<file path="src/hdl/bsuh_fifo.sv">
// ----------------------------------------------------------------------------
// bsuh_fifo
// Small register queue with occupancy count.
// ----------------------------------------------------------------------------
module bsuh_fifo #(
   parameter type item_type = logic,
   parameter int  DEPTH     = 4
) (
   input  logic                         clock,
   input  logic                         reset,
   input  logic                         push,
   input  item_type                     push_data,
   output logic                         full,
   input  logic                         pop,
   output item_type                     head,
   output logic                         empty,
   output logic [$clog2(DEPTH+1)-1:0]   count
);
   localparam int PtrW = $clog2(DEPTH);
   localparam int CntW = $clog2(DEPTH + 1);

   item_type            store_ff [DEPTH];
   logic [PtrW-1:0]     wr_ptr_ff, wr_ptr_in;
   logic [PtrW-1:0]     rd_ptr_ff, rd_ptr_in;
   logic [CntW-1:0]     count_ff, count_in;
   logic                do_push, do_pop;

   assign full    = (count_ff == CntW'(DEPTH));
   assign empty   = (count_ff == '0);
   assign count   = count_ff;
   assign head    = store_ff[rd_ptr_ff];
   assign do_push = push && !full;
   assign do_pop  = pop && !empty;

   always_comb begin
      wr_ptr_in = wr_ptr_ff;
      rd_ptr_in = rd_ptr_ff;
      count_in  = count_ff;
      if (do_push) begin
         wr_ptr_in = (wr_ptr_ff == PtrW'(DEPTH - 1)) ? '0 : wr_ptr_ff + 1'b1;
      end
      if (do_pop) begin
         rd_ptr_in = (rd_ptr_ff == PtrW'(DEPTH - 1)) ? '0 : rd_ptr_ff + 1'b1;
      end
      if (do_push && !do_pop) begin
         count_in = count_ff + 1'b1;
      end else if (do_pop && !do_push) begin
         count_in = count_ff - 1'b1;
      end
   end

   always_ff @(posedge clock) begin
      if (reset) begin
         wr_ptr_ff <= '0;
         rd_ptr_ff <= '0;
         count_ff  <= '0;
      end else begin
         wr_ptr_ff <= wr_ptr_in;
         rd_ptr_ff <= rd_ptr_in;
         count_ff  <= count_in;
      end
   end

   always_ff @(posedge clock) begin
      if (do_push) begin
         store_ff[wr_ptr_ff] <= push_data;
      end
   end

   a_push_fills: assert property (@(posedge clock) disable iff (reset)
      (do_push && !do_pop) |=> !empty)
      else $error("queue empty after push");

   a_count_range: assert property (@(posedge clock) disable iff (reset)
      count_ff <= CntW'(DEPTH))
      else $error("queue count out of range");

endmodule

</file>
<file path="config.mk">
export PLATFORM = sky130hd
export DESIGN_NAME = bsuh_fifo
export DESIGN_NICKNAME = d
export VERILOG_FILES = /design/src/hdl/bsuh_fifo.sv
export SDC_FILE = /design/constraint.sdc
export NUM_CORES = 1
export LEC_CHECK = 0
export BUFFER_PORTS_ARGS = -buffer_cell sky130_fd_sc_hd__buf_2
export CORE_UTILIZATION = 36
export DETAILED_ROUTE_END_ITERATION = 7
export PLACE_DENSITY = 0.62
export REMOVE_ABC_BUFFERS = 1
export SYNTH_ARGS = -nofsm -noshare
export SYNTH_HDL_FRONTEND = slang
export SYNTH_SLANG_ARGS = --single-unit
</file>
<file path="constraint.sdc">
create_clock -name clock -period 3.15 [get_ports clock]
set_clock_uncertainty 0.2 [all_clocks]
set_input_delay 0.1575 -clock clock [delete_from_list [all_inputs] [get_ports clock]]
set_output_delay 0.1575 -clock clock [all_outputs]
set_load 0.02 [all_outputs]
</file>
==> flow_summary.toml, run 1 <==
[finish]
multi_input_area_um2 = 292.8
n_antenna_cell = 0
regArea_um2 = 300.3
drive_above_1_share_pct = 26.76
fillers = 152
syn2layout_area_growth_pct = 20.35
final_net_count = 84
fin_area_um2 = 777.0

[yosys]
synthMuxAreaShare_pct = 6.589
synth_simple_gate_area_share_pct = 13.57
yosysSeqAreaShare_pct = 46.51
synth_compound_area_share_pct = 7.752
yosys_warnings = 0
synth_cell_types = 24
synth_top_family_by_area = "adder cells"
synthCells = 55
synth_area_leaders = "dfxtp_1 (28%), edfxtp_1 (19%), ha_1 (12%), and3_1 (3.9%), o31ai_2 (3.9%)"
ys_seq_elements = 13
synth_top_cell_area_share_pct = 27.91
synth_xor_area_share_pct = 2.713
syn_avg_cell_area_um2 = 11.74
yosysTopAreaCell = "dfxtp_1"
synthAdderAreaFrac_pct = 14.73
synth_area_um2 = 645.6

[setup_path]
r2r_cells = 9
cp_max_fo = 7
crit_path_max_incr_delay_ns = 0.46
worstReg2RegEnd = "count[2]"
crit_path_top_delay_cell = "dfxtp_1"
crit_type = "flip-flop to flip-flop"
cp_data_required_time_ns = 3.16
cp-startpoint = "count[0]"
cp.arrival_ns = 2.52
crit_end = "count[2]"
startpoint_type = "flip-flop"
ff2ff_setup_slack_ns = 0.64
worstSetupEndpointType = "flip-flop"
timing.rr.start = "count[0]"
cp_cell_sequence = "or3b_1, clkinv_4, nor2_2, ha_1, inv_1, fa_1, xor2_1, or3_1, a21oi_1"

[routing]
drc = 0
route.vias.total = 437
wl_met2_um = 419
met3_length_um = 56
ant_nets = 0
wl_per_cell_um = 10.48
routed_wl_um = 996
met1_length_um = 500
drt-pass1-iter-count = 2
drt_iter0_drc = 6
avgViaCountPerCell = 4.600
top_layer = "met4"

[timing]
max_freq_mhz = 398.7
slew_headroom_pct = 74.37
finalMaxSlewViolations = 0
tns_ns = 0
worst_pin_slew_ns = 0.3822
fin_hold_ws_ns = 0.04906
fin_crit_sh_pct = 79.63
setup_violations = 0
hold_viol = 0
rsz0062_at_grt = "false"
fin_crit_ns = 2.508

[worst_hold_path]
holdPathStages = 4
hold_class = "input pin to flip-flop"

[place]
gp_congestion = 0.6903
dp_hpwl_um = 732.7
placed_area_um2 = 710.7
port_buffers = 10

[pwr]
power.density_nw_per_um2 = 744.2
cellLeakagePower_nw = 0.3561
total_power_mw = 0.5782
peakVddDrop_v = 0.0004385

[clock_tree]
clk_pin_slew_ns = 0.08
cts_buffer_depth = 2
cts_tree = "built"
clock_sinks = 13
cts_buffers = 3
cts_resized = 0
htree_levels = 1
clock_latency_ns = 0.28
cts-root-buf = "clkbuf_4"

[global_routing]
antenna_found_initial = 0
first_global_vias = 408
track_usage_pct = 13.01
grt_pass1_wl_um = 1745
grt_max_degree = 9
overflow = 0

[job]
maxCapViolations = 0

[floorplanning]
coreArea_um2 = 1594
die_x_um = 44.35
core.rowCount = 14
io_pins = 11
dieArea_um2 = 1967
initial_core_util_pct = 40.50
fp.dieH_um = 44.35

[status]
outcome = "finished, final reports clean"
## final cells by class
type	count	area share, %
flip-flops and latches	13	38.65
multi-input cells	35	37.68
repair buffers	14	11.59
inverters	5	4.831
well taps	24	3.865
clock buffers	4	3.382
## worst max-delay path: cells and delay by family (launching register included)
| kind | cells | cell delay [ns] |
|---|---|---|
| simple gates | 3 | 0.76 |
| xor+xnor | 1 | 0.16 |
| compound gates | 1 | 0.15 |
| flops | 1 | 0.46 |
| buf+inv | 2 | 0.14 |
| fa+ha+maj | 2 | 0.57 |
## where the power goes
part	internal (mW)	switching [mW]
clock	0.0491	0.0542
combinational	0.103	0.125
sequential	0.210	0.0369
total	0.362	0.216
## cell usage after synthesis
cell	number
a21oi_1	3
and3_1	4
buf_6	1
bufinv_8	1
clkbuf_1	1
clkinv_4	1
dfxtp_1	9
edfxtp_1	4
fa_1	1
ha_1	6
inv_1	3
mux2i_1	2
mux4_2	1
nand2_1	1
nand3_1	2
nor2_1	3
nor2_2	1
nor3_1	2
o21ai_0	1
o21ai_1	1
o31ai_2	2
or3_1	2
or3b_1	1
xor2_1	2
## cell families after synthesis
logic type | after synthesis
AOI/OAI and AO/OA | 7
xor gates and xnor gates | 2
adders and majority gates | 7
buffers and inverters | 7
DFF | 13
muxes | 3
and+or+nand+nor | 16
## worst min path at each step
| stage | start | endpoint | slack [ns] |
|---|---|---|---|
| 4_1_cts | pop | rd_ptr_ff[0] | 0.05 |
| 5_1_grt | pop | rd_ptr_ff[0] | 0.08 |
| 6_report | pop | rd_ptr_ff[0] | 0.05 |
| 2_1_floorplan | reset | count[2] | 0.03 |
| 3_3_place_gp | push_data | store_ff[0] | 0.18 |
| 3_5_place_dp | push_data | store_ff[3] | 0.19 |
## what timing repair did
item                      in CTS  in global routing
hold buffers                   4                  0
setup buffers                  0                  0
hold endpoints to repair      13                  0
## stage by stage
step	cells	util, %	setup slack, ns
floorplan	53	-	0.6477
global placement	87	44.58	0.6962
detailed placement	87	44.58	0.6374
CTS	95	48.74	0.6159
global route	95	48.74	0.4409
finish	95	48.74	0.6418
## per-layer routing
metal | up-vias | GRT usage, %
li1 | 225 | -
met1 | 197 | 16.37
met2 | 10 | 17.35
met3 | 5 | 7.347
met4 | 0 | 7.273
met5 | - | 0
## placed cells by master, fill, tap and decap left out
cell type,n
nand3_1,2
nor2_2,1
clkbuf_1,1
inv_1,3
o21ai_1,1
and3_1,4
bufinv_8,1
buf_2,10
nor2_1,3
dfxtp_1,9
mux2i_1,2
fa_1,1
ha_1,6
edfxtp_1,4
nand2_1,1
xor2_1,2
clkbuf_4,3
nor3_1,2
mux4_2,1
clkinv_4,1
dlygate4sd3_1,4
or3b_1,1
a21oi_1,3
o21ai_0,1
o31ai_2,2
or3_1,2
No activity file was read; power rests on OpenSTA's default activity.
==> run 2: changes to the inputs <==
==> constraint.sdc (replaced) <==
create_clock -name clock -period 2.45 [get_ports clock]
set_clock_uncertainty 0.2 [all_clocks]
set_input_delay 0.1225 -clock clock [delete_from_list [all_inputs] [get_ports clock]]
set_output_delay 0.1225 -clock clock [all_outputs]
set_load 0.02 [all_outputs]
==> flow_summary.toml, run 2 (synthesis gave the netlist of run 1 again) <==
[status]
outcome = "finished, final reports clean"

[timing]
rsz0062_at_grt = "false"
finalMaxSlewViolations = 0
max_freq_mhz = 425.2
slew_headroom_pct = 81.18
setup_violations = 0
fin_hold_ws_ns = 0.02848
fin_crit_sh_pct = 96.00
tns_ns = 0
hold_viol = 0
worst_pin_slew_ns = 0.2822
fin_crit_ns = 2.352

[worst_hold_path]
hp-start = "pop"
hold_class = "input pin to flip-flop"

[global_routing]
top_usage_layer = "met2"
use_met2_pct = 17.35
grt_max_degree = 9
first_global_vias = 385
track_usage_pct = 11.31
overflow = 0
grt_util_met3_pct = 2.449
use_met1_pct = 14.32
grt_pass1_wl_um = 1573
antenna_found_initial = 0

[clock_tree]
clock_latency_ns = 0.27
cts_setup_buffers = 0
clock_sinks = 13
htree_levels = 1
cts_buffer_depth = 2
cts_tree = "built"
cts_buffers = 3
clk_pin_slew_ns = 0.08
cts-root-buf = "clkbuf_4"

[floorplanning]
core.rowCount = 14
initial_core_util_pct = 40.50
dieArea_um2 = 1967
die_x_um = 44.35
io_pins = 11
fp.dieH_um = 44.35
coreArea_um2 = 1594

[setup_path]
crit_type = "input pin to flip-flop"
cp.arrival_ns = 2.36
cp-startpoint = "push"
timing.rr.start = "count[2]"
startpoint_type = "input pin"
cp_data_required_time_ns = 2.46
worstSetupEndpointType = "flip-flop"
cp_max_fo = 7

[pwr]
seqPwrFrac_pct = 41.7
p_sw_share_pct = 36.78
power.clock.fraction_pct = 16.9
cellLeakagePower_nw = 0.3630
p_int_mw = 0.4880
switching_power_mw = 0.2839
combPwrFrac_pct = 41.5
power.density_nw_per_um2 = 970.0
peakVddDrop_v = 0.0005313

[finish]
drive_above_1_share_pct = 33.33
n_antenna_cell = 0
fin_area_um2 = 795.8
final_net_count = 85
finalNonFillerCells = 96
layout_common_cells = "buf_2 (10), dfxtp_1 (7), ha_1 (6), and3_1 (4), edfxtp_1 (4)"
syn2layout_area_growth_pct = 23.26
layout_commonest_cell = "buf_2"
post-route-util_pct = 49.92

[routing]
route.vias.total = 430
routed_wl_um = 949
drc = 0
avgViaCountPerCell = 4.479
wl_per_cell_um = 9.885
ant_nets = 0
drt-pass1-iter-count = 4
drt_iter0_drc = 6

[place]
dp_hpwl_um = 730.6
dp_cells = 89
gp_congestion = 0.7141
placed_area_um2 = 725.7
port_buffers = 10

[job]
maxCapViolations = 0
==> run 2: cell count changes in the layout (fill, tap and decap cells not counted), sizes merged <==
cell	change
buf	+2
dlygate4sd3	-1
==> run 2: per-stage QoR <==
| stage | total power, mW | worst slack [ns] |
|---|---|---|
| CTS | 0.7663 | 0.08103 |
| global route | 0.8303 | 0.01860 |
| floorplan | 0.5348 | -0.05227 |
| finish | 0.7719 | 0.09791 |
| global placement | 0.6222 | 0.1258 |
| detailed placement | 0.6284 | 0.09737 |
==> run 2: what timing repair did <==
action / CTS / global route
endpoints found under the setup margin: 0 / 1
gates resized for setup: 0 / 4
hold endpoints to repair: 13 / 0
hold buffers: 3 / 0
==> run 2: final cells by class <==
type / instances / area [µm²]
repair buffers: 15 / 95.09
flip-flops and latches: 13 / 302.8
inverters: 5 / 37.54
clock buffers: 4 / 26.28
fillers: 149 / 798.3
multi-input cells: 35 / 304.0
well taps: 24 / 30.03
==> run 2: worst max-delay path: stages <==
cell and delay, ns:
dlygate4sd3_1 0.52, buf_2 0.15, bufinv_8 0.19, nor2_2 0.14
ha_1 0.20, inv_1 0.06, fa_1 0.37, xor2_1 0.15
or3_1 0.30, a21oi_1 0.14
==> run 2: worst paths after layout <==
kind                                  end  slack (ns)  cells after the start
worst max-delay path             count[2]         0.1                     10
worst min-delay path            flip-flop        0.03                      4
worst max register to register   count[2]        0.12                      9
worst min register to register  flip-flop        0.30                      2
==> run 2: metal layers <==
| metal | routed length, µm | vias up |
|---|---|---|
| met3 | 30 | 2 |
| met1 | 485 | 192 |
| met4 | 21 | 0 |
| li1 | - | 227 |
| met2 | 412 | 9 |
| met5 | 0 | - |
==> run 2: power by group through the flow <==
stage	Sequential, mW	Clock, mW	Combinational, mW
floorplan	0.335	0	0.200
global placement	0.317	0	0.305
global route	0.329	0.148	0.353
finish	0.321	0.130	0.320
CTS	0.313	0.138	0.316
detailed placement	0.318	0	0.311
