$ cat src/hdl/bsuh_pkg.sv
// ----------------------------------------------------------------------------
// bsuh_pkg
// Shared constants, register indexes and beat types for the byte sample
// unpacker with per-digitizer histograms.
// ----------------------------------------------------------------------------
package bsuh_pkg;

   localparam int MaxChannels = 64;
   localparam int ChannelTop  = (MaxChannels < 64) ? MaxChannels : 64;
   localparam int HistBins    = 256;
   localparam int Digitizers  = 256;
   localparam int HistEntries = Digitizers * HistBins;
   localparam int AddrW       = $clog2(HistEntries);
   localparam int CountWidth  = 32;
   localparam int BinCountW   = 32;

   localparam int CmdDepth    = 4;
   localparam int RspDepth    = 4;
   localparam int RspCntW     = $clog2(RspDepth + 1);

   localparam int CsrIdxW     = 2;
   localparam int CsrDataW    = 8;

   localparam logic [CsrIdxW-1:0] CsrSignedMode   = 2'd0;
   localparam logic [CsrIdxW-1:0] CsrChannelCount = 2'd1;
   localparam logic [CsrIdxW-1:0] CsrPolCount     = 2'd2;
   localparam logic [CsrIdxW-1:0] CsrDimCount     = 2'd3;

   localparam logic [7:0] OffsetFlip = 8'h80;

   localparam logic ModeSample   = 1'b0;
   localparam logic ModeReadback = 1'b1;

   typedef struct packed {
      logic       mode;
      logic [7:0] sample_byte;
      logic [7:0] read_digitizer;
      logic [7:0] read_bin;
   } bsuh_req_type;

   typedef struct packed {
      logic                  is_readback;
      logic signed [7:0]     sample_value;
      logic [5:0]            channel_index;
      logic                  pol_index;
      logic                  dim_index;
      logic [BinCountW-1:0]  bin_count;
   } bsuh_rsp_type;

   typedef struct packed {
      logic              is_readback;
      logic signed [7:0] sample_value;
      logic [5:0]        channel_index;
      logic              pol_index;
      logic              dim_index;
      logic [AddrW-1:0]  addr;
   } bsuh_cmd_type;

endpackage

$ cat src/hdl/bsuh_front.sv
// ----------------------------------------------------------------------------
// bsuh_front
// Configuration registers, digitizer position and sample classification.
// ----------------------------------------------------------------------------
module bsuh_front (
   input  logic                           clock,
   input  logic                           reset,
   input  logic                           csr_valid,
   output logic                           csr_ready,
   input  logic [bsuh_pkg::CsrIdxW-1:0]   csr_index,
   input  logic [bsuh_pkg::CsrDataW-1:0]  csr_data,
   input  logic                           req_push,
   output logic                           req_full,
   input  bsuh_pkg::bsuh_req_type         req_data,
   input  logic                           cmd_full,
   input  logic                           clearing,
   output logic                           cmd_push,
   output bsuh_pkg::bsuh_cmd_type         cmd_data
);
   import bsuh_pkg::*;

   logic        signed_mode_ff;
   logic [6:0]  channel_count_ff;
   logic [1:0]  pol_count_ff;
   logic [1:0]  dim_count_ff;
   logic [7:0]  pos_ff, pos_in;

   logic        cfg_we;
   logic        accept;
   logic        pol2, dim2;
   logic [1:0]  shift;
   logic [6:0]  nch;
   logic [8:0]  ndig;
   logic [7:0]  pos_cur;
   logic [8:0]  pos_inc;
   logic [7:0]  conv_value;

   assign csr_ready = 1'b1;
   assign cfg_we    = csr_valid && csr_ready;
   assign req_full  = cmd_full || clearing;
   assign accept    = req_push && !req_full;
   assign cmd_push  = accept;

   always_ff @(posedge clock) begin
      if (reset) begin
         signed_mode_ff   <= 1'b0;
         channel_count_ff <= 7'd1;
         pol_count_ff     <= 2'd2;
         dim_count_ff     <= 2'd2;
      end else if (cfg_we) begin
         case (csr_index)
            CsrSignedMode:   signed_mode_ff   <= csr_data[0];
            CsrChannelCount: channel_count_ff <= csr_data[6:0];
            CsrPolCount:     pol_count_ff     <= csr_data[1:0];
            CsrDimCount:     dim_count_ff     <= csr_data[1:0];
            default: ;
         endcase
      end
   end

   always_comb begin
      pol2 = pol_count_ff[1];
      dim2 = dim_count_ff[1];
      shift = {1'b0, pol2} + {1'b0, dim2};
      if (channel_count_ff == '0) begin
         nch = 7'd1;
      end else if (channel_count_ff > 7'(ChannelTop)) begin
         nch = 7'(ChannelTop);
      end else begin
         nch = channel_count_ff;
      end
      ndig    = {2'b00, nch} << shift;
      pos_cur = ({1'b0, pos_ff} >= ndig) ? '0 : pos_ff;
      pos_inc = {1'b0, pos_cur} + 9'd1;
      pos_in  = pos_ff;
      if (accept && req_data.mode == ModeSample) begin
         pos_in = (pos_inc >= ndig) ? '0 : pos_inc[7:0];
      end

      if (signed_mode_ff) begin
         conv_value = req_data.sample_byte;
      end else if (req_data.sample_byte == '0) begin
         conv_value = '0;
      end else begin
         conv_value = req_data.sample_byte ^ OffsetFlip;
      end

      if (req_data.mode == ModeReadback) begin
         cmd_data.is_readback   = 1'b1;
         cmd_data.sample_value  = '0;
         cmd_data.channel_index = '0;
         cmd_data.pol_index     = 1'b0;
         cmd_data.dim_index     = 1'b0;
         cmd_data.addr          = {req_data.read_digitizer, req_data.read_bin};
      end else begin
         cmd_data.is_readback   = 1'b0;
         cmd_data.sample_value  = conv_value;
         cmd_data.channel_index = 6'(pos_cur >> shift);
         cmd_data.pol_index     = pol2 & (dim2 ? pos_cur[1] : pos_cur[0]);
         cmd_data.dim_index     = dim2 & pos_cur[0];
         cmd_data.addr          = {pos_cur, req_data.sample_byte};
      end
   end

   always_ff @(posedge clock) begin
      if (reset) begin
         pos_ff <= '0;
      end else begin
         pos_ff <= pos_in;
      end
   end

   a_pos_in_range: assert property (@(posedge clock) disable iff (reset)
      (accept && req_data.mode == ModeSample && !csr_valid) |=> {1'b0, pos_ff} < ndig)
      else $error("digitizer position beyond digitizer count");

endmodule

$ cat config.mk
export PLATFORM = sky130hd
export DESIGN_NAME = bsuh_front
export DESIGN_NICKNAME = d
export VERILOG_FILES = /design/src/hdl/bsuh_pkg.sv /design/src/hdl/bsuh_front.sv
export SDC_FILE = /design/constraint.sdc
export NUM_CORES = 1
export LEC_CHECK = 0
export BUFFER_PORTS_ARGS = -buffer_cell sky130_fd_sc_hd__buf_2
export CORE_MARGIN = 2
export CORE_UTILIZATION = 47
export CTS_BUF_LIST = sky130_fd_sc_hd__clkbuf_8
export DETAILED_ROUTE_END_ITERATION = 10
export PLACE_DENSITY = 0.79
export SLEW_MARGIN = 40
export SYNTH_ARGS = -nofsm -noshare
export SYNTH_HDL_FRONTEND = slang
export SYNTH_SLANG_ARGS = --single-unit
$ cat constraint.sdc
create_clock -name clock -period 5.65 [get_ports clock]
set_input_delay 1.13 -clock clock [delete_from_list [all_inputs] [get_ports clock]]
set_output_delay 1.13 -clock clock [all_outputs]
set_load 0.03 [all_outputs]
==> results of run 1 <==
-- worst max-delay path, cell delays in order, from the launching register on --
cell and delay [ns]:
sky130_fd_sc_hd__dfxtp_1 0.43, sky130_fd_sc_hd__ha_4 0.28, sky130_fd_sc_hd__buf_4 0.19, sky130_fd_sc_hd__inv_1 0.16, sky130_fd_sc_hd__o21ai_0 0.11, sky130_fd_sc_hd__o21ai_0 0.30
sky130_fd_sc_hd__ha_1 0.32, sky130_fd_sc_hd__nand3_1 0.13, sky130_fd_sc_hd__o221a_1 0.25, sky130_fd_sc_hd__nor2_1 0.07, sky130_fd_sc_hd__a41oi_2 0.25, sky130_fd_sc_hd__o211ai_1 0.22
sky130_fd_sc_hd__inv_1 0.13, sky130_fd_sc_hd__ha_1 0.21, sky130_fd_sc_hd__nand3_1 0.15, sky130_fd_sc_hd__nor2_1 0.18, sky130_fd_sc_hd__xnor2_1 0.20, sky130_fd_sc_hd__nor2_1 0.09
sky130_fd_sc_hd__ha_1 0.29, sky130_fd_sc_hd__a21oi_1 0.14, sky130_fd_sc_hd__nor2b_1 0.06, sky130_fd_sc_hd__o21ai_0 0.17, sky130_fd_sc_hd__o2111ai_1 0.16, sky130_fd_sc_hd__or2_2 0.37
sky130_fd_sc_hd__o31a_1 0.25, sky130_fd_sc_hd__o21ai_1 0.06
-- cell families (layout without fill, tap and decap cells) --
family / Yosys count / count (layout)
AND/OR/NAND/NOR: 117 / 117
multiplexers: 20 / 20
adder cells (fa/ha/maj): 17 / 17
flip-flops: 18 / 18
other: 1 / 1
XOR/XNOR: 6 / 6
AO/OA/AOI/OAI: 81 / 81
buffers and inverters: 33 / 98
-- path summary, 6_finish.rpt --
path,startpoint,endpoint,slack (ns)
max,dim_count_ff[1]$_SDFFE_PP1P_,pos_ff[6]$_SDFFE_PP0P_,0.43
min,signed_mode_ff$_SDFFE_PP0P_,signed_mode_ff$_SDFFE_PP0P_,0.55
max reg2reg,dim_count_ff[1]$_SDFFE_PP1P_,pos_ff[6]$_SDFFE_PP0P_,0.43
min reg2reg,signed_mode_ff$_SDFFE_PP0P_,signed_mode_ff$_SDFFE_PP0P_,0.55
-- layout make-up --
| class | instances | area, um2 | share of cell area |
|---|---|---|---|
| Multi-Input combinational cell | 242 | 1710 | 0.642 |
| Timing Repair Buffer | 82 | 430 | 0.161 |
| Sequential cell | 18 | 360 | 0.135 |
| Tap cell | 52 | 65.1 | 0.0244 |
| Clock buffer | 4 | 55.1 | 0.0206 |
| Inverter | 12 | 45.0 | 0.0169 |
-- cell usage in the layout, fill, tap and decap left out, drive strengths merged, types with 5 or more instances in the layout --
cell type  Yosys  layout
o31a           5       5
mux2i         16      16
inv           12      12
nor3          10      10
nand2b        11      11
a211oi         5       5
buf            8      82
nor2b         13      13
dfxtp         18      18
o21ai         21      21
nand2         23      23
ha            17      17
a21o           8       8
nor2          30      30
a2111oi        5       5
a21oi         12      12
or3            5       5
nand3          6       6
-- sequential cells by signal, summed over array words and instances (netlist names) --
name,count
pol_count_ff,1
signed_mode_ff,1
channel_count_ff,7
dim_count_ff,1
pos_ff,8
-- metal layers --
metal | vias to the layer above | global-route usage | wire length, um | share of wire
met4 | 0 | 0.0839 | 119 | 0.019
met2 | 101 | 0.402 | 2940 | 0.48
met5 | - | 0 | 0 | 0
li1 | 1207 | - | - | -
met3 | 14 | 0.0347 | 487 | 0.079
met1 | 1086 | 0.301 | 2610 | 0.42
-- report_power, final --
group	total [mW]	switching, mW	internal, mW
Sequential	0.135	0.00537	0.130
Clock	0.111	0.0490	0.0622
Combinational	0.185	0.115	0.0697
-- what timing repair did --
action	4_1_cts	5_1_grt
endpoints found under the setup margin	0	8
resized for setup	0	3
buffers inserted	0	3
==> summary by stage, run 1 <==
Critical path
Counting cells, the worst reg-to-reg path comes to 25. The type of destination of the critical path is a register. The peak fanout along the critical path is 13. The kind of critical path is reg -> reg. The required time of the critical path is around 5.9 ns.

The arrival time reported for the critical path endpoint is 5.43 ns. The type of origin of the critical path is a register.

Yosys
Of the total synthesized cell area, the portion taken by XOR and XNOR cells is 0.0239. The top flip-flop cell by instance count after synthesis is sky130_fd_sc_hd__dfxtp_1. The cell count after synthesis came out at 293. Yosys instantiated no cell more often than sky130_fd_sc_hd__nor2_1. The synthesized flop and latch total is 18. The share of synthesized flip-flops with an asynchronous set or reset is 0. The fraction of post-synthesis cell area in the top cell type by area is 0.164. The share of cell area taken by muxes after synthesis is 0.104. During synthesis, Yosys emitted a total of 0 warnings. Ranked by instance count, the synthesized netlist is headed by sky130_fd_sc_hd__nor2_1, sky130_fd_sc_hd__nand2_1, sky130_fd_sc_hd__dfxtp_1. The dominant combinational cell family by area after synthesis is simple AND/OR/NAND/NOR gates.

The area fraction in compound gates after synthesis is 0.272. The synthesized design contains 0 enable-type register cells. By area the synthesized netlist is led by sky130_fd_sc_hd__dfxtp_1, sky130_fd_sc_hd__ha_1, sky130_fd_sc_hd__mux2i_1.

A synthesized cell averages 7.49 um2. After synthesis the cells add up to 2200 um2. For this run, the register share of the synthesized area comes to 0.164. Of the total synthesized cell area, the portion taken by AND, OR, NAND and NOR gates is 0.276. Of the total synthesized cell area, the portion taken by full adders, half adders and majority gates is 0.0969.

The dominant cell type by area after synthesis is sky130_fd_sc_hd__dfxtp_1. The netlist uses 58 different library cells. Synthesis produced a netlist with a net count of 351.

STA
Setup violations remaining at the end of the flow were counted as 0. The final hold violation count is 0. The relative slew slack is 0.579. The post-route worst hold slack is 0.550 ns. The sum of negative setup slack is 0 ns.

The actual slew at the worst max-slew pin is 0.631 ns. Static timing analysis puts the maximum clock frequency at 192 MHz. The clock skew after layout is roughly 0.0058 ns.

After layout, the worst setup slack is 0.430 ns. The final max-slew violation count is 0. The final period demand of the worst path is 5.22 ns. In the finished design, the share of the clock period the worst path needs comes to 0.924.

Clock network
The total clock buffers created by CTS is 3. The clock net sink count is 18. The count of hold-fix buffers inserted at cts is 0. CTS placed an instance of sky130_fd_sc_hd__clkbuf_8 at the clock tree root. The buffer depth of the longest clock path is 2.

Clock-pin slew was measured on the worst setup and hold paths at 0.08 ns. The number of levels the H-tree was split into is 1. For the worst-skew pair, the clock arrives at the later sink with an insertion delay of ~0.27 ns. TritonCTS built the clock tree.

Floorplanning
The die extent in y is 72.4 um. The die covers 5230 um2. Row generation in the floorplan step produced 24 rows. The area of the core region is 4410 um2. The die span in x is 72.4 um. The initial utilization of the core area, before any placement, comes to 0.497.

The number of top-level design ports is 77.

Global routing
The via count of the first global-routing pass was 2110. The number of antenna violations at the first check in global routing is 0. The wire length of the first global-routing pass is 9.87 mm.

For this run, the total global-route usage over all layers was measured as 0.235. The sum of overflow across all layers after global routing is 0. Entering global routing, the biggest net connects 43 pins.

Place
The total cell area at the placement stage is 2580 um2. The final HPWL from detailed placement is 4.77 mm. Buffers placed on the I/O ports in this run total 74. The global placement routability congestion is 0.867.

The number of placed instances, taps included, is 403. The worst setup timing slack at the placement stage is 0.273 ns.

Cells and area
The finished layout holds ~400 standard cells, fillers aside. The fraction of final layout cells with drive strength greater than 1 is 0.288. The filler cells instantiated in the layout total 400. The antenna diode instance count is 0. For this run, the share of the core covered by cells in the final layout is 0.605. After the last flow step, the layout net total stands at 417. The area growth from synthesis to layout is 21.6%. The area of all placed cells without fillers is 2670 um2.

Pwr
The worst vdd rail ir drop is between 80 and 90 uV. The power density over cell area is 162 nW/um2. Total power for the finished layout comes to between 400 and 500 uW. The analysis attributes to cell leakage a power of 1.22 nW.

Detailed routing
In the final routed layout, each cell accounts on average for 15.0 um. After the first detailed-routing iteration, the DRC count stood at 207. The count of TritonRoute iterations in the first routing pass is 5. After detailed routing, the number of remaining DRC violations is 0. The count of nets left with antenna violations after detail routing is 0. After detailed routing, the number of vias per cell comes to about 5.9.

For this block, the via count after detailed routing is 2408. The aggregate routed wire length is 6.17 mm.

Outcome
The run finished with clean final reports.

Run
The count of max-cap constraint violations is 0.

Hold path
The depth of the worst hold-timing path is 2. The path category of the worst min-delay check is reg -> reg.
Power figures use the tool's default switching activity.
==> run 2: changes to the inputs <==
--- a/config.mk
+++ b/config.mk
@@ -5,12 +5,13 @@
 export SDC_FILE = /design/constraint.sdc
 export NUM_CORES = 1
 export LEC_CHECK = 0
+export ABC_AREA = 1
 export BUFFER_PORTS_ARGS = -buffer_cell sky130_fd_sc_hd__buf_2
 export CORE_MARGIN = 2
 export CORE_UTILIZATION = 47
 export CTS_BUF_LIST = sky130_fd_sc_hd__clkbuf_8
 export DETAILED_ROUTE_END_ITERATION = 10
-export PLACE_DENSITY = 0.79
+export PLACE_DENSITY = 0.8
 export SLEW_MARGIN = 40
 export SYNTH_ARGS = -nofsm -noshare
 export SYNTH_HDL_FRONTEND = slang
==> run 2 against run 1 <==
  * First-iteration DRC count fell by 22%
  * Register-to-register slack improved by 0.23 ns
  * Wire length is 11% lower
  * Final cell count increased by 15%
  * Power shrank 4.8%
  * Count of clock-buffer cells in the layout stayed put
  * Critical path type unchanged
  * Highest routed layer unchanged
==> summary by stage, run 2 <==
Outcome
The run finished with clean final reports.

STA
The final hold violation count was 0. The final period demand of the worst path is 4.99 ns. The final max-slew violation count is 0. The tightest hold path in the finished design has a slack of 0.474 ns. Setup repair after global routing left no endpoint under its margin. The clock arrives with 0.00594 ns of skew. The sum of negative setup slack is 0 ns.

Setup violations remaining at the end of the flow were counted as 0. In the finished design, the share of the clock period the worst path needs comes to 0.884. Headroom to the max-slew limit came out at 0.612. The final worst-path setup slack is between 0.6 and 0.7 ns. The actual slew at the worst max-slew pin is 0.583 ns. Based on the critical path, the design can be clocked at up to approximately 200 MHz.

Yosys
The dominant cell type by area after synthesis is sky130_fd_sc_hd__dfxtp_1. The top flip-flop cell by instance count after synthesis is sky130_fd_sc_hd__dfxtp_1. Of the post-synthesis cell area, the dominant cell type holds 0.174. sky130_fd_sc_hd__nand2_1 is the most common cell in the netlist. Sorting the synthesized cells by how often they occur yields sky130_fd_sc_hd__nand2_1, sky130_fd_sc_hd__inv_1, sky130_fd_sc_hd__nor2_1, sky130_fd_sc_hd__o21ai_0, sky130_fd_sc_hd__a21oi_1.

Counting every net in the synthesized netlist gives 411. The share of synthesized area occupied by flip-flops and latches is 0.174. The average cell area after synthesis is approximately 5.9 um2. In the synthesized netlist the async set-or-reset flop fraction comes to 0. Yosys attributes the largest share of cell area to sky130_fd_sc_hd__dfxtp_1, sky130_fd_sc_hd__nand2_1, sky130_fd_sc_hd__ha_1. The number of standard cells after synthesis is 353. The synthesized flop and latch total is 18. The summed instance area of the synthesized netlist is 2070 um2.

The synthesized design contains 0 enable-type register cells. Yosys printed 0 warnings. Yosys mapped the design onto 38 distinct sky130hd cell types.

Cells and area
The top cell types in the final layout, fill and taps aside, are sky130_fd_sc_hd__nand2_1, sky130_fd_sc_hd__buf_2, sky130_fd_sc_hd__inv_1, sky130_fd_sc_hd__nor2_1, sky130_fd_sc_hd__o21ai_0. The number of antenna diodes in the final layout is 0. Registers take 360 um2. The net count of the finished layout is 478. The top register by number of flip-flops is pos_ff. The fraction of final layout cells with drive strength greater than 1 is 0.246. In the final layout, the registers with the most flip-flops are pos_ff x8, channel_count_ff x7. The most common cell after layout, fill and taps aside is sky130_fd_sc_hd__nand2_1.

The multi-input combinational cells in the finished layout cover a total of between 1000 and 1500 um2. The register with the most flip-flops in the layout has 8 of them. Counting the fill cells in the layout gives 425. The area growth from synthesis to layout is 21.0%. Once layout is complete, the cells apart from fillers number roughly 470.

Measured on the finished design, the core utilization comes to 0.584.

Clock network
After clock tree synthesis, the flow added hold-fix buffers numbering 0. The number of levels the H-tree was split into is 1. CTS saw 18 sinks. At the later pin of the worst-skew pair, clock insertion delay measures ~0.26 ns.

Counting the buffers created by CTS gives 3. The number of gates resized after cts is 0. TritonCTS built the clock tree. The number of setup buffers added after CTS is 0.

The tree is rooted in a sky130_fd_sc_hd__clkbuf_8. The longest clock path from root to sink contains 2 buffers. After clock tree synthesis, the clock-pin slew on the worst setup and hold paths is 0.07 ns.

Detailed routing
Summed over all layers, the routed wires come to 5.48 mm. Summing over every cut layer, the via total after detailed routing is 2435. The routed length per placed instance is 11.6 um. The pre-antenna-repair detailed-routing pass consisted of 4 iterations. Using the TritonRoute via totals, the vias-per-cell ratio works out to 5.17.

The number of design rule violations left after detail routing is 0. The detail route stage leaves a number of antenna-violating nets equal to 0. The number of DRC markers in iteration 0 is 161.

Global routing
The busiest layer in global routing is met2. The met2 usage is 0.406. The sum of overflow across all layers after global routing is 0. The number of antenna violations at the first check in global routing is 0. For met1 alone, demand over resource in global routing was 0.262.

The wire length of the first global-routing pass is 9.13 mm. In the global route stage, overall resource usage came out at 0.222. The via count of the first global-routing pass is 2148. Entering global routing, the biggest net connects 43 pins. The met3 usage in global routing is 0.0317.

Place
The number of cells in the design after placement is 467. The count of port buffers added during placement is 74. The final HPWL from detailed placement is 4.55 mm.

The worst setup timing slack at the placement stage is 0.579 ns. The global placement routability congestion is 0.927.

Hold path
The path class of the tightest hold or removal check is reg -> reg.

Run
The tool flagged a number of max-cap violations equal to 0.

Floorplanning
The area of the core region is ~4300 um2. The die extent in y is 70.4 um. The number of top-level design ports is just under 80. The die covers around 5000 um2. The starting utilization of the core area is 0.483.

After floorplanning, the core was divided into 24 placement rows. The die span in x is 70.4 um.

Pwr
Dividing total power by cell area gives a power density of 164 nW/um2. The worst vdd rail ir drop is 73.8 uV. For this design the static power due to leakage is roughly 1.3 nW.

Critical path
The worst setup path is captured at a register. Data on the critical path arrives at its endpoint at 5.18 ns. The worst setup path is of the reg -> reg kind. The required time of the critical path is 5.83 ns. The peak fanout along the critical path is 20. The type of origin of the critical path is a register.
==> run 2: path summary, 6_finish.rpt <==
check	startpoint	endpoint	slack (ns)	depth (start not counted)
worst min-delay path	channel_count_ff[3]$_SDFFE_PP0P_	channel_count_ff[3]$_SDFFE_PP0P_	0.47	2
worst max register to register	dim_count_ff[1]$_SDFFE_PP1P_	pos_ff[0]$_SDFFE_PP0P_	0.66	26
worst min register to register	channel_count_ff[3]$_SDFFE_PP0P_	channel_count_ff[3]$_SDFFE_PP0P_	0.47	2
worst max-delay path	dim_count_ff[1]$_SDFFE_PP1P_	pos_ff[0]$_SDFFE_PP0P_	0.66	26
==> run 2: final cells by class <==
class,count,area share
Clock buffer,4,0.0220
Inverter,58,0.0868
Multi-Input combinational cell,265,0.574
Sequential cell,18,0.144
Tap cell,52,0.0259
Timing Repair Buffer,74,0.148
==> run 2: critical path, stage by stage (launching register included) <==
cell and delay [ns]:
sky130_fd_sc_hd__dfxtp_1 0.32, sky130_fd_sc_hd__ha_2 0.53, sky130_fd_sc_hd__inv_2 0.16, sky130_fd_sc_hd__o21ai_1 0.22
sky130_fd_sc_hd__nand2_1 0.08, sky130_fd_sc_hd__nand2_1 0.06, sky130_fd_sc_hd__o21ai_0 0.13, sky130_fd_sc_hd__ha_1 0.33
sky130_fd_sc_hd__a21oi_1 0.14, sky130_fd_sc_hd__nor2_1 0.05, sky130_fd_sc_hd__o21ai_0 0.13, sky130_fd_sc_hd__inv_1 0.08
sky130_fd_sc_hd__a21oi_4 0.17, sky130_fd_sc_hd__nand2_4 0.14, sky130_fd_sc_hd__nor2_1 0.27, sky130_fd_sc_hd__ha_1 0.25
sky130_fd_sc_hd__nand3_1 0.13, sky130_fd_sc_hd__nor3_2 0.18, sky130_fd_sc_hd__xor2_1 0.25, sky130_fd_sc_hd__inv_1 0.07
sky130_fd_sc_hd__ha_1 0.29, sky130_fd_sc_hd__nand2_1 0.07, sky130_fd_sc_hd__nor2_1 0.05, sky130_fd_sc_hd__and3_1 0.15
sky130_fd_sc_hd__a41oi_2 0.39, sky130_fd_sc_hd__nand3_1 0.13, sky130_fd_sc_hd__a21oi_1 0.14
==> run 2: power by group <==
| group | leakage, nW | total [mW] | switching, mW | internal, mW |
|---|---|---|---|---|
| Sequential | 0.146 | 0.134 | 0.00301 | 0.131 |
| Combinational | 1.16 | 0.171 | 0.117 | 0.0540 |
| Clock | 0.0288 | 0.105 | 0.0434 | 0.0620 |
==> run 2: kinds of logic (layout without fill, tap and decap cells) <==
group                    after synthesis  in the layout  synth area share
XOR/XNOR                               2              2           0.00846
multiplexers                           1              1           0.00483
flip-flops                            18             18             0.174
AND/OR/NAND/NOR                      166            166             0.367
buffers and inverters                 70            136             0.133
other                                  1              1           0.00181
adder cells (fa/ha/maj)               17             17             0.103
AO/OA/AOI/OAI                         78             78             0.209
==> run 2: layer usage <==
layer	vias to the layer above	wire, um
met1	1049	2370
met2	98	2610
met5	-	0
li1	1277	-
met3	11	397
met4	0	109
==> run 2: stage by stage <==
step | instance area [um2] | power [mW]
3_3_place_gp | 2450 | 0.303
3_5_place_dp | 2450 | 0.307
4_1_cts | 2500 | 0.414
2_1_floorplan | 2070 | 0.263
6_report | 2510 | 0.411
5_1_grt | 2510 | 0.438
